<file path="src/rtl/core/gdds_pkg.sv">
package gdds_pkg;

  localparam int unsigned YearW   = 14;
  localparam int unsigned MonthW  = 4;
  localparam int unsigned DayW    = 5;
  localparam int unsigned StatusW = 2;
  localparam int unsigned OffW    = 17;
  // Working day count: covers day-of-month plus any offset, with sign.
  localparam int unsigned WorkW   = 18;

  localparam logic [YearW-1:0]  YearMin     = 14'd1;
  localparam logic [YearW-1:0]  YearMax     = 14'd9999;
  localparam logic [YearW-1:0]  DefaultYear = 14'd1900;
  localparam logic [MonthW-1:0] MonthJan    = 4'd1;
  localparam logic [MonthW-1:0] MonthDec    = 4'd12;
  localparam logic [DayW-1:0]   DayFirst    = 5'd1;
  localparam logic [DayW-1:0]   DecemberLen = 5'd31;

  typedef enum logic [StatusW-1:0] {
    STATUS_OK       = 2'd0,
    STATUS_BAD_LOAD = 2'd1,
    STATUS_RANGE    = 2'd2
  } status_e;

  typedef enum logic {
    REQ_LOAD  = 1'b0,
    REQ_SHIFT = 1'b1
  } req_e;

  typedef enum logic [1:0] {
    S_IDLE,
    S_STEP,
    S_OUT
  } state_e;

  // Commands from the controller to the datapath.
  typedef struct packed {
    logic load;
    logic start;
    logic step;
    logic finish;
  } cmd_t;

  // Status from the datapath to the controller.
  typedef struct packed {
    logic settled;
    logic bad;
  } sts_t;

  // Leap-year test. The quotient by 100 comes from a reciprocal multiply,
  // exact for every 14-bit year.
  function automatic logic is_leap(input logic [YearW-1:0] y);
    logic [26:0]      prod;
    logic [7:0]       q;
    logic [YearW-1:0] hund;
    prod = y * 13'd5243;
    q    = prod[26:19];
    hund = {q, 6'b0} + 14'({q, 5'b0}) + 14'({q, 2'b0});
    return (y[1:0] == 2'b00) && ((hund != y) || (q[1:0] == 2'b00));
  endfunction

  function automatic logic [DayW-1:0] month_len(input logic [MonthW-1:0] m,
                                                input logic leap);
    logic [DayW-1:0] len;
    case (m) inside
      4'd1, 4'd3, 4'd5, 4'd7, 4'd8, 4'd10, 4'd12: len = 5'd31;
      4'd4, 4'd6, 4'd9, 4'd11:                    len = 5'd30;
      4'd2:                                       len = 5'd28 + 5'(leap);
      default:                                    len = 5'd0;
    endcase
    return len;
  endfunction

  function automatic logic [DayW-1:0] days_in(input logic [YearW-1:0] y,
                                              input logic [MonthW-1:0] m);
    return month_len(m, is_leap(y));
  endfunction

  function automatic logic [8:0] year_len(input logic [YearW-1:0] y);
    return 9'd365 + 9'(is_leap(y));
  endfunction

endpackage

</file>
<file path="src/rtl/core/gdds_dp.sv">
module gdds_dp (
  input  logic                             clk_i,
  input  logic                             rst_ni,
  input  gdds_pkg::cmd_t                   cmd_i,
  input  logic [gdds_pkg::YearW-1:0]       new_year_i,
  input  logic [gdds_pkg::MonthW-1:0]      new_month_i,
  input  logic [gdds_pkg::DayW-1:0]        new_day_i,
  input  logic signed [gdds_pkg::OffW-1:0] day_offset_i,
  output gdds_pkg::sts_t                   sts_o,
  output logic [gdds_pkg::YearW-1:0]       cur_year_o,
  output logic [gdds_pkg::MonthW-1:0]      cur_month_o,
  output logic [gdds_pkg::DayW-1:0]        cur_day_o,
  output gdds_pkg::status_e                status_o
);

  logic [gdds_pkg::YearW-1:0]        date_year_q, date_year_d;
  logic [gdds_pkg::MonthW-1:0]       date_month_q, date_month_d;
  logic [gdds_pkg::DayW-1:0]         date_day_q, date_day_d;
  gdds_pkg::status_e                 status_q, status_d;

  logic [gdds_pkg::YearW-1:0]        wy_q, wy_d;
  logic [gdds_pkg::MonthW-1:0]       wm_q, wm_d;
  logic signed [gdds_pkg::WorkW-1:0] wd_q, wd_d;

  logic                              load_ok;
  logic [gdds_pkg::DayW-1:0]         load_len;
  logic [gdds_pkg::DayW-1:0]         mlen_cur, mlen_prev;
  logic [8:0]                        ylen_cur, ylen_prev;
  logic [gdds_pkg::YearW-1:0]        wy_dec;
  logic signed [gdds_pkg::WorkW-1:0] mlen_cur_s, mlen_prev_s, ylen_cur_s, ylen_prev_s;
  logic signed [gdds_pkg::WorkW-1:0] wd_plus_year;
  logic                              fwd, bwd, fwd_year;
  logic                              bad;

  assign load_len = gdds_pkg::days_in(new_year_i, new_month_i);
  assign load_ok  = (new_year_i >= gdds_pkg::YearMin) && (new_year_i <= gdds_pkg::YearMax) &&
                    (new_day_i != '0) && (new_day_i <= load_len);

  assign wy_dec      = wy_q - gdds_pkg::YearMin;
  assign mlen_cur    = gdds_pkg::days_in(wy_q, wm_q);
  assign mlen_prev   = gdds_pkg::days_in(wy_q, wm_q - gdds_pkg::MonthJan);
  assign ylen_cur    = gdds_pkg::year_len(wy_q);
  assign ylen_prev   = gdds_pkg::year_len(wy_dec);
  assign mlen_cur_s  = $signed({13'd0, mlen_cur});
  assign mlen_prev_s = $signed({13'd0, mlen_prev});
  assign ylen_cur_s  = $signed({9'd0, ylen_cur});
  assign ylen_prev_s = $signed({9'd0, ylen_prev});
  assign wd_plus_year = wd_q + ylen_prev_s;

  // Forward when the day runs past the month, backward when it is not positive.
  assign fwd      = wd_q > mlen_cur_s;
  assign bwd      = wd_q[gdds_pkg::WorkW-1] || (wd_q == '0);
  assign fwd_year = (wm_q == gdds_pkg::MonthJan) && (wd_q > ylen_cur_s);

  assign bad = (fwd && (wy_q == gdds_pkg::YearMax) &&
                ((wm_q == gdds_pkg::MonthDec) || fwd_year)) ||
               (bwd && (wm_q == gdds_pkg::MonthJan) && (wy_q == gdds_pkg::YearMin));

  assign sts_o.settled = !fwd && !bwd;
  assign sts_o.bad     = bad;

  always_comb begin
    wy_d = wy_q;
    wm_d = wm_q;
    wd_d = wd_q;
    if (cmd_i.start) begin
      wy_d = date_year_q;
      wm_d = date_month_q;
      wd_d = $signed({13'd0, date_day_q}) + 18'(day_offset_i);
    end else if (cmd_i.step) begin
      if (fwd) begin
        if (fwd_year) begin
          // A whole year from January 1 onward.
          wy_d = wy_q + gdds_pkg::YearMin;
          wd_d = wd_q - ylen_cur_s;
        end else begin
          wd_d = wd_q - mlen_cur_s;
          if (wm_q == gdds_pkg::MonthDec) begin
            wm_d = gdds_pkg::MonthJan;
            wy_d = wy_q + gdds_pkg::YearMin;
          end else begin
            wm_d = wm_q + gdds_pkg::MonthJan;
          end
        end
      end else if (bwd) begin
        if (wm_q == gdds_pkg::MonthJan) begin
          wy_d = wy_dec;
          if (wd_plus_year[gdds_pkg::WorkW-1] || (wd_plus_year == '0)) begin
            // The whole previous year still leaves the day not positive.
            wd_d = wd_plus_year;
          end else begin
            wm_d = gdds_pkg::MonthDec;
            wd_d = wd_q + $signed({13'd0, gdds_pkg::DecemberLen});
          end
        end else begin
          wm_d = wm_q - gdds_pkg::MonthJan;
          wd_d = wd_q + mlen_prev_s;
        end
      end
    end
  end

  always_comb begin
    date_year_d  = date_year_q;
    date_month_d = date_month_q;
    date_day_d   = date_day_q;
    status_d     = status_q;
    if (cmd_i.load) begin
      if (load_ok) begin
        date_year_d  = new_year_i;
        date_month_d = new_month_i;
        date_day_d   = new_day_i;
        status_d     = gdds_pkg::STATUS_OK;
      end else begin
        date_year_d  = gdds_pkg::DefaultYear;
        date_month_d = gdds_pkg::MonthJan;
        date_day_d   = gdds_pkg::DayFirst;
        status_d     = gdds_pkg::STATUS_BAD_LOAD;
      end
    end else if (cmd_i.finish) begin
      if (bad) begin
        status_d = gdds_pkg::STATUS_RANGE;
      end else begin
        date_year_d  = wy_q;
        date_month_d = wm_q;
        date_day_d   = wd_q[gdds_pkg::DayW-1:0];
        status_d     = gdds_pkg::STATUS_OK;
      end
    end
  end

  always_ff @(posedge clk_i or negedge rst_ni) begin
    if (!rst_ni) begin
      date_year_q  <= gdds_pkg::DefaultYear;
      date_month_q <= gdds_pkg::MonthJan;
      date_day_q   <= gdds_pkg::DayFirst;
      status_q     <= gdds_pkg::STATUS_OK;
    end else begin
      date_year_q  <= date_year_d;
      date_month_q <= date_month_d;
      date_day_q   <= date_day_d;
      status_q     <= status_d;
    end
  end

  always_ff @(posedge clk_i) begin
    wy_q <= wy_d;
    wm_q <= wm_d;
    wd_q <= wd_d;
  end

  assign cur_year_o  = date_year_q;
  assign cur_month_o = date_month_q;
  assign cur_day_o   = date_day_q;
  assign status_o    = status_q;

endmodule

</file>
<file path="src/rtl/core/gdds_ctrl.sv">
module gdds_ctrl (
  input  logic           clk_i,
  input  logic           rst_ni,
  input  logic           in_valid_i,
  input  logic           req_type_i,
  input  logic           out_ready_i,
  input  gdds_pkg::sts_t sts_i,
  output logic           in_ready_o,
  output logic           out_valid_o,
  output gdds_pkg::cmd_t cmd_o
);

  gdds_pkg::state_e state_q, state_d;

  always_comb begin
    state_d = state_q;
    unique case (state_q)
      gdds_pkg::S_IDLE: begin
        if (in_valid_i) begin
          state_d = (req_type_i == gdds_pkg::REQ_SHIFT) ? gdds_pkg::S_STEP : gdds_pkg::S_OUT;
        end
      end
      gdds_pkg::S_STEP: begin
        if (sts_i.settled || sts_i.bad) begin
          state_d = gdds_pkg::S_OUT;
        end
      end
      gdds_pkg::S_OUT: begin
        if (out_ready_i) begin
          state_d = gdds_pkg::S_IDLE;
        end
      end
      default: state_d = gdds_pkg::S_IDLE;
    endcase
  end

  always_comb begin
    cmd_o       = '0;
    in_ready_o  = 1'b0;
    out_valid_o = 1'b0;
    unique case (state_q)
      gdds_pkg::S_IDLE: begin
        in_ready_o   = 1'b1;
        cmd_o.load   = in_valid_i && (req_type_i == gdds_pkg::REQ_LOAD);
        cmd_o.start  = in_valid_i && (req_type_i == gdds_pkg::REQ_SHIFT);
      end
      gdds_pkg::S_STEP: begin
        cmd_o.finish = sts_i.settled || sts_i.bad;
        cmd_o.step   = !(sts_i.settled || sts_i.bad);
      end
      gdds_pkg::S_OUT: begin
        out_valid_o = 1'b1;
      end
      default: ;
    endcase
  end

  always_ff @(posedge clk_i or negedge rst_ni) begin
    if (!rst_ni) begin
      state_q <= gdds_pkg::S_IDLE;
    end else begin
      state_q <= state_d;
    end
  end

endmodule

</file>
<file path="src/rtl/core/gregorian_date_day_shifter.sv">
// Channel   Direction  Contents
// s_axis    in         request: tuser = req_type, tdata = year, month, day, offset
// m_axis    out        result: tdata = stored year, month, day, status
//
// A load transaction writes the stored date and status, which serve as the output
// register. A shift transaction copies the stored date to a working date and then
// takes year or month steps of the shared step unit: about 180 whole-year steps and
// up to 24 month steps for the widest offset, before the result is stored.
// Reset sets the stored date to 1900-01-01. The block takes one transaction
// at a time; a stalled result holds until m_axis_tready_i is high.
module gregorian_date_day_shifter (
  input  logic        clk_i,
  input  logic        rst_ni,
  input  logic        s_axis_tvalid_i,
  output logic        s_axis_tready_o,
  // [13:0] new_year, [17:14] new_month, [22:18] new_day, [39:23] day_offset
  input  logic [39:0] s_axis_tdata_i,
  // [0] req_type
  input  logic [0:0]  s_axis_tuser_i,
  output logic        m_axis_tvalid_o,
  input  logic        m_axis_tready_i,
  // [13:0] cur_year, [17:14] cur_month, [22:18] cur_day, [24:23] status, [31:25] zero
  output logic [31:0] m_axis_tdata_o
);

  gdds_pkg::cmd_t                   cmd;
  gdds_pkg::sts_t                   sts;
  gdds_pkg::status_e                status;
  logic [gdds_pkg::YearW-1:0]       cur_year;
  logic [gdds_pkg::MonthW-1:0]      cur_month;
  logic [gdds_pkg::DayW-1:0]        cur_day;

  // The controller sequences one transaction: accept, step until the date
  // settles or leaves the year range, then present the result.
  gdds_ctrl u_ctrl (
    .clk_i       (clk_i),
    .rst_ni      (rst_ni),
    .in_valid_i  (s_axis_tvalid_i),
    .req_type_i  (s_axis_tuser_i[0]),
    .out_ready_i (m_axis_tready_i),
    .sts_i       (sts),
    .in_ready_o  (s_axis_tready_o),
    .out_valid_o (m_axis_tvalid_o),
    .cmd_o       (cmd)
  );

  // The datapath holds the stored date, the working date of a shift and the
  // status of the last transaction.
  gdds_dp u_dp (
    .clk_i        (clk_i),
    .rst_ni       (rst_ni),
    .cmd_i        (cmd),
    .new_year_i   (s_axis_tdata_i[13:0]),
    .new_month_i  (s_axis_tdata_i[17:14]),
    .new_day_i    (s_axis_tdata_i[22:18]),
    .day_offset_i ($signed(s_axis_tdata_i[39:23])),
    .sts_o        (sts),
    .cur_year_o   (cur_year),
    .cur_month_o  (cur_month),
    .cur_day_o    (cur_day),
    .status_o     (status)
  );

  // The stored date and status registers serve as the output register.
  assign m_axis_tdata_o = {7'd0, status, cur_day, cur_month, cur_year};

endmodule

</file>
<file path="config.mk">
export PLATFORM = sky130hd
export DESIGN_NAME = gregorian_date_day_shifter
export DESIGN_NICKNAME = d
export VERILOG_FILES = /design/src/rtl/core/gdds_pkg.sv /design/src/rtl/core/gdds_dp.sv /design/src/rtl/core/gdds_ctrl.sv /design/src/rtl/core/gregorian_date_day_shifter.sv
export SDC_FILE = /design/constraint.sdc
export NUM_CORES = 1
export LEC_CHECK = 0
export ABC_AREA = 1
export BUFFER_PORTS_ARGS = -buffer_cell sky130_fd_sc_hd__buf_4
export CAP_MARGIN = 5
export CORE_MARGIN = 1.5
export CORE_UTILIZATION = 45
export DETAILED_ROUTE_END_ITERATION = 7
export PLACE_DENSITY_LB_ADDON = 0.2
export RECOVER_POWER = 50
export SYNTH_ARGS = -nofsm -noshare
export SYNTH_HDL_FRONTEND = slang
export SYNTH_SLANG_ARGS = --single-unit
export TNS_END_PERCENT = 5
</file>
<file path="constraint.sdc">
create_clock -name clk_i -period 33.5 [get_ports clk_i]
set_clock_uncertainty 0.2 [all_clocks]
set_input_delay 3.35 -clock clk_i [delete_from_list [all_inputs] [get_ports clk_i]]
set_output_delay 3.35 -clock clk_i [all_outputs]
set_load 0.1 [all_outputs]
</file>
==> results of run 1 <==
==> layout make-up <==
cell class	instances	area, µm²
Sequential cell	63	1770
Tap cell	592	741
Antenna cell	1	2.50
Fill cell	4520	22900
Clock inverter	3	15.0
Timing Repair Buffer	78	473
Clock buffer	13	272
Multi-Input combinational cell	1988	16200
Inverter	567	2140
==> layer usage <==
metal / routed length (µm) / GRT usage, %
met5: 36 / 0
met4: 2060 / 9.65
met3: 2380 / 2.78
met2: 27300 / 43.4
met1: 25900 / 33.6
==> sequential cells by signal, summed over array words and instances, names as in the netlist <==
register	cells
u_dp.wd_q	18
u_dp.wy_q	14
u_dp.cur_month_o	4
u_dp.cur_year_o	14
u_dp.cur_day_o	5
u_dp.wm_q	4
u_ctrl.state_q	2
u_dp.status_o	2
==> metrics by stage <==
step           instance area (µm²)  instances
4_1_cts                      21700       3304
2_1_floorplan                20400       2673
3_3_place_gp                 21400       3288
5_1_grt                      21600       3304
6_report                     21600       3305
3_5_place_dp                 21400       3288
==> worst min-delay path, cell delays in order (launching register included) <==
cell	delay [ns]
sky130_fd_sc_hd__dfstp_2	0.38
sky130_fd_sc_hd__nand3_1	0.08
sky130_fd_sc_hd__nand2_1	0.05
==> path summary, 6_finish.rpt <==
path | slack, ns | depth (start not counted) | endpoint
max | 20.21 | 48 | u_dp.cur_month_o[2]$_DFFE_PN0P_
min | 0.32 | 2 | u_dp.cur_day_o[0]$_DFFE_PN1P_
max reg2reg | 20.21 | 48 | u_dp.cur_month_o[2]$_DFFE_PN0P_
min reg2reg | 0.32 | 2 | u_dp.cur_day_o[0]$_DFFE_PN1P_
max in group asynchronous | 29.09 | 1 | u_dp.cur_year_o[4]$_DFFE_PN0P_
min in group asynchronous | 3.14 | 1 | u_dp.cur_day_o[2]$_DFFE_PN0P_
==> cells in the mapped netlist (all sizes together), types with 2 or more instances <==
| cell type | n | share of area (%) |
|---|---|---|
| inv | 564 | 10 |
| nor4 | 6 | 0.18 |
| a211oi | 2 | 0.074 |
| xnor2 | 39 | 1.7 |
| o21bai | 6 | 0.22 |
| xor2 | 85 | 3.7 |
| nor3 | 27 | 0.69 |
| xnor3 | 3 | 0.33 |
| nand3b | 8 | 0.29 |
| clkinv | 3 | 0.055 |
| nand3 | 175 | 4.5 |
| ha | 404 | 25 |
| nand2 | 488 | 9.2 |
| o21a | 3 | 0.11 |
| o211ai | 8 | 0.29 |
| a21o | 11 | 0.40 |
| nor2 | 173 | 3.6 |
| a21boi | 5 | 0.18 |
| fa | 204 | 20 |
| o21ai | 133 | 3.3 |
| edfxtp | 36 | 5.3 |
| a21oi | 132 | 3.3 |
| dfstp | 9 | 1.2 |
| a31oi | 14 | 0.43 |
| buf | 37 | 1.3 |
| dfrtp | 18 | 2.2 |
| or2 | 9 | 0.28 |
| o41ai | 2 | 0.086 |
| nand4 | 34 | 1.1 |
| clkbuf | 18 | 0.33 |
==> cell families after synthesis <==
family	count (synthesis)	synth area share [%]
adder cells (fa/ha/maj)	608	44.8
AND/OR/NAND/NOR	923	20.0
AO/OA/AOI/OAI	323	8.67
XOR/XNOR	127	5.69
flip-flops	63	8.67
other	1	0.0184
buffers and inverters	622	12.1
==> flow_summary.rst, run 1 <==
.. list-table::
   :header-rows: 1

   * - Metric
     - Value
   * - Result of the run
     - finished with violations
   * - Netlist Area Pre-Place
     - 0.0204 mm²
   * - Initial core utilization
     - a little under half
   * - Pin count of the biggest net entering global routing
     - 47
   * - Y dimension of the die
     - 216 µm
   * - Total clock sinks
     - 63
   * - Number of enable-type register cells in the synthesized netlist
     - 36
   * - Post-detailed-routing wire length
     - ~58000 µm
   * - Number of cells upsized or downsized after cts
     - 0
   * - Tightest Hold Check Type
     - reg2reg
   * - Highest net fanout along the worst path
     - 38
   * - Largest stage delay, worst path
     - roughly 1.5 ns
   * - Fraction of final layout cells with drive strength greater than 1
     - 4.46%
   * - Via count
     - between 15000 and 20000
   * - Commonest non-fill, non-tap cells in the layout
     - sky130_fd_sc_hd__inv_1, sky130_fd_sc_hd__nand2_1, sky130_fd_sc_hd__ha_1, sky130_fd_sc_hd__fa_1, sky130_fd_sc_hd__nand3_1
   * - Share of async-settable or async-resettable flops after synthesis
     - between 40% and 50%
   * - TritonCTS clock tree
     - yes
   * - Die X
     - 216 µm
   * - Critical path start-end classification
     - reg2reg
   * - Floorplan Core Area
     - ~0.045 mm²
   * - Worst path slowest cell
     - sky130_fd_sc_hd__clkbuf_1
   * - Cell family contributing the most delay on the critical path
     - adder cells
   * - Average via count per standard cell
     - between 5 and 6
   * - Yosys cell types
     - 62
   * - Number of synthesized register bits
     - 63
   * - Main flop type after synthesis
     - sky130_fd_sc_hd__edfxtp_1
   * - Worst hold slack
     - 0.316 ns
   * - Yosys warning total
     - 0
   * - Setup TNS
     - 0 ns
   * - Placer Congestion
     - 0.935
   * - Most frequent standard cell in the layout excluding fill and tap cells
     - sky130_fd_sc_hd__inv_1
   * - Critical path origin
     - u_dp.wy_q[11]$_DFFE_PP_
   * - Utilization after layout
     - 48.4%
   * - Bufs on Longest Clock Path
     - 2
   * - Final critical-path setup slack
     - 20.21 ns
   * - Number of buffer and inverter instances along the worst setup path
     - 8
   * - Final Critical Period
     - 13.29 ns
   * - Grt ovf
     - 0
   * - Relative slew slack
     - -43.0%
   * - Violations in the final reports
     - max-capacitance violations, max-slew violations
   * - Measured slew at the worst slew-check pin
     - between 2 and 2.5 ns
   * - Total half-perimeter wirelength after legalization and detailed placement
     - about 49000 µm
   * - Number of buffers created by CTS
     - 9
   * - Clock-pin slew on the worst setup and hold paths
     - ~0.050 ns
   * - Cell seen most often among critical-path stages
     - sky130_fd_sc_hd__nand3_1
   * - Avg Synthesized Cell Area
     - roughly 7.6 µm²
   * - Global-route wire length before repair
     - 95000 µm
   * - Number of placed I/O pins
     - 79
   * - Final count of negative-setup-slack endpoints
     - 0
   * - Hold Startpoint
     - u_dp.cur_day_o[0]$_DFFE_PN1P_
   * - Max-slew violation count
     - between 70 and 80
   * - Worst slack at placement
     - 20.77 ns
   * - Worst setup SP type
     - flop
   * - Max Clock Freq
     - roughly 75 MHz
   * - Via count of the first global-routing pass
     - 17900
   * - Detailed-route DRC error count
     - 0
   * - Gate Count Post-Synth
     - 2667
   * - Final ANT Viol Nets
     - 0
   * - Unrepaired setup endpoints after global routing
     - false
   * - Worst Setup End Kind
     - flop
   * - Root buf cell
     - sky130_fd_sc_hd__clkbuf_16
   * - Number of antenna violations at the first check in global routing
     - 4
   * - Layout overhead on the synthesized area
     - 5.69%
   * - Final count of hold timing violations
     - 0
   * - Fin nets
     - 3360
   * - Router iterations before antenna repair
     - 5
   * - Required time of the worst setup path
     - approximately 34 ns
   * - Signal arrival time at the worst endpoint
     - roughly 13 ns
   * - Reg-to-reg startpoint
     - u_dp.wy_q[11]$_DFFE_PP_
   * - Clock Latency Late Sink
     - approximately 0.36 ns
   * - Row count
     - just under 80
   * - Number of I/O port buffers
     - 71
   * - Sequential share of the synthesized area
     - about 8.7%
   * - Cts-stage hold buffer count
     - 0
   * - Overall die area
     - around 0.047 mm²
   * - Fin crit share
     - 39.7%
   * - Wirelength per Cell
     - 17.5 µm
   * - Detailed Route Iter0 Violations
     - 951
   * - Number of max-cap violations
     - 3
   * - Setup Fix Bufs, Post-CTS
     - 0
   * - All-layer global routing usage
     - ~26%
   * - H-tree level count
     - 3
Power of run 1 is left out: the tool's default activity adds up to more than one toggle a clock period on the data nets, which glitch-free logic cannot reach.
==> inputs of run 2 (changes only) <==
clock period = 11.2 ns   (was 33.5 ns; I/O delays follow)
==> flow_summary.rst, run 2 (synthesis gave the netlist of run 1 again) <==
.. list-table::
   :header-rows: 1

   * - Metric
     - Value
   * - Average via count per standard cell
     - 5.22 (-0.68%)
   * - Required time of the worst setup path
     - 11.11 ns (-22.48 ns)
   * - Fin nets
     - 3422 (+1.8%)
   * - Bufs on Longest Clock Path
     - 2 (unchanged)
   * - Violations in the final reports
     - max-capacitance violations, max-slew violations
   * - Pin count of the biggest net entering global routing
     - 47 (unchanged)
   * - Critical path origin
     - u_dp.wy_q[11]$_DFFE_PP_
   * - Initial core utilization
     - 45.8% (unchanged)
   * - Max-slew violation count
     - 28 (-61%)
   * - Wirelength per Cell
     - 17.5 µm (+0.24%)
   * - Via count
     - 17600 (+1.2%)
   * - Layout overhead on the synthesized area
     - 8.71%
   * - Number of placed I/O pins
     - 79 (unchanged)
   * - Final ANT Viol Nets
     - 0 (unchanged)
   * - Number of max-cap violations
     - 1 (-2)
   * - Grt ovf
     - 0 (unchanged)
   * - Commonest non-fill, non-tap cells in the layout
     - sky130_fd_sc_hd__inv_1, sky130_fd_sc_hd__nand2_1, sky130_fd_sc_hd__ha_1, sky130_fd_sc_hd__fa_1, sky130_fd_sc_hd__nand3_1
   * - Critical path start-end classification
     - reg2reg
   * - Met3 track demand over resource
     - 2.88% (+0.099 points)
   * - Via count of the first global-routing pass
     - 18300 (+2.4%)
   * - Worst path slowest cell
     - sky130_fd_sc_hd__fa_1
   * - Die X
     - 216 µm (unchanged)
   * - Number of flip-flops under the largest register name
     - 18 (unchanged)
   * - Number of buffers created by CTS
     - 9 (unchanged)
   * - All-layer global routing usage
     - 25.8% (+0.19 points)
   * - Final Critical Period
     - 10.60 ns (-2.69 ns)
   * - Register bank with the most flops
     - u_dp.wd_q
   * - Met1 capacity usage during global routing
     - 33.9% (+0.25 points)
   * - Number of I/O port buffers
     - 71 (unchanged)
   * - Fraction of final layout cells with drive strength greater than 1
     - 7.79% (+3.3 points)
   * - Router iterations before antenna repair
     - 6 (+1)
   * - Cell depth of the worst hold path
     - 2 (unchanged)
   * - Row count
     - 77 (unchanged)
   * - Critical Path End
     - u_dp.wd_q[16]$_DFFE_PP_
   * - Most heavily used metal layer in global routing
     - met2
   * - Number of buffer and inverter instances along the worst setup path
     - 9 (+1)
   * - Endpoint of the worst-slack reg-to-reg timing path
     - u_dp.wd_q[16]$_DFFE_PP_
   * - Number of antenna violations at the first check in global routing
     - 3 (-1)
   * - GRT met2 Usage
     - 43.3% (-0.086 points)
   * - Root buf cell
     - sky130_fd_sc_hd__clkbuf_16
   * - Fill cells
     - 4473 (-1.0%)
   * - Total clock sinks
     - 63 (unchanged)
   * - Final count of hold timing violations
     - 0 (unchanged)
   * - TritonCTS clock tree
     - yes
   * - H-tree level count
     - 3 (unchanged)
   * - Max Clock Freq
     - 94.3 MHz (+25%)
   * - Most frequent standard cell in the layout excluding fill and tap cells
     - sky130_fd_sc_hd__inv_1
   * - Unrepaired setup endpoints after global routing
     - true
   * - Floorplan Core Area
     - 0.0445 mm² (unchanged)
   * - Setup TNS
     - 0 ns (unchanged)
   * - Reg2Reg Depth
     - 47 (-2.1%)
   * - Cell seen most often among critical-path stages
     - sky130_fd_sc_hd__nand3_1
   * - Overall die area
     - 0.0466 mm² (unchanged)
   * - Total half-perimeter wirelength after legalization and detailed placement
     - 50600 µm (+2.9%)
   * - Worst Setup End Kind
     - flop
   * - Clock-pin slew on the worst setup and hold paths
     - 0.06 ns (about the same)
   * - Result of the run
     - finished with violations
   * - Relative slew slack
     - -9.18% (+34 points)
   * - Crit path depth
     - 47 (-2.1%)
   * - Tightest Hold Check Type
     - reg2reg
   * - Fin crit share
     - 94.6% (+55 points)
   * - Clock Latency Late Sink
     - 0.35 ns (about the same)
   * - Reg-to-reg startpoint
     - u_dp.wy_q[11]$_DFFE_PP_
   * - Detailed-route DRC error count
     - 0 (unchanged)
   * - Global-route wire length before repair
     - 95800 µm (+0.87%)
   * - Placer Congestion
     - 0.940 (+0.52%)
   * - Cell family contributing the most delay on the critical path
     - adder cells
   * - Final count of negative-setup-slack endpoints
     - 0 (unchanged)
   * - Y dimension of the die
     - 216 µm (unchanged)
   * - Worst setup SP type
     - flop
   * - Largest stage delay, worst path
     - 0.54 ns (-1.00 ns)
   * - Detailed Route Iter0 Violations
     - 996 (+4.7%)
   * - Measured slew at the worst slew-check pin
     - 1.64 ns (-0.508 ns)
   * - Slack of the worst reg-to-reg path
     - 0.60 ns (-19.61 ns)
   * - Number of diodes added for antenna fixing
     - 0 (-1)
   * - Highest net fanout along the worst path
     - 21 (-45%)
   * - Post-detailed-routing wire length
     - 58900 µm (+2.1%)
   * - Signal arrival time at the worst endpoint
     - 10.51 ns (-2.88 ns)
run 2: per-layer routing:
layer,vias to the layer above,wire length [µm]
li1,8679,-
met1,8333,26500
met2,445,27400
met3,105,2690
met4,6,2300
met5,-,42
run 2: how the worst min path moves through the flow:
stage | from | to | slack, ns
2_1_floorplan | u_ctrl.state_q[0]$_DFFE_PN0P_ | u_ctrl.state_q[1]$_DFFE_PN0P_ | 0.38
3_3_place_gp | u_dp.status_o[0]$_DFFE_PN0P_ | u_dp.status_o[0]$_DFFE_PN0P_ | 0.30
3_5_place_dp | u_dp.cur_day_o[0]$_DFFE_PN1P_ | u_dp.cur_day_o[0]$_DFFE_PN1P_ | 0.30
4_1_cts | u_dp.cur_day_o[0]$_DFFE_PN1P_ | u_dp.cur_day_o[0]$_DFFE_PN1P_ | 0.32
5_1_grt | u_dp.cur_year_o[3]$_DFFE_PN1P_ | u_dp.cur_year_o[3]$_DFFE_PN1P_ | 0.34
6_report | u_dp.cur_day_o[0]$_DFFE_PN1P_ | u_dp.cur_day_o[0]$_DFFE_PN1P_ | 0.31
run 2: metrics by stage:
stage	util (%)	hold WS (ns)	cell area, µm²	setup slack (ns)	instances
final	49.8	0.310	22200	0.600	3366
after global routing	49.8	0.338	22200	-0.139	3366
after CTS	49.6	0.316	22100	0.0321	3354
after detailed placement	49.0	0.305	21800	-0.122	3338
after global placement	49.0	0.305	21800	0.188	3338
after floorplan	-	0.376	20400	0.572	2673
run 2: timing repair:
action,CTS,global route
setup endpoints to repair,4,77
pin swaps,0,18
gates cloned,0,1
setup buffers,0,11
hold buffers,0,0
gates resized for setup,2,38
run 2: area by class of cell:
type	count	area (µm²)	share of cell area [%]
Tap cell	592	741	3.34
Clock inverter	2	12.5	0.0564
Multi-Input combinational cell	1989	16300	73.5
Inverter	567	2140	9.64
Clock buffer	14	275	1.24
Sequential cell	63	1770	7.97
Timing Repair Buffer	139	945	4.26
run 2: worst reg2reg max path: cells and delay by family, from the launching register on:
family,cells,cell delay (ns)
buffers and inverters,9,1.23
adders and majority gates,10,4.06
AOI/OAI and AO/OA,5,1.12
and+or+nand+nor,21,2.90
DFF,1,0.43
xor gates and xnor gates,2,0.45
Power of run 2 is left out for the same reason.
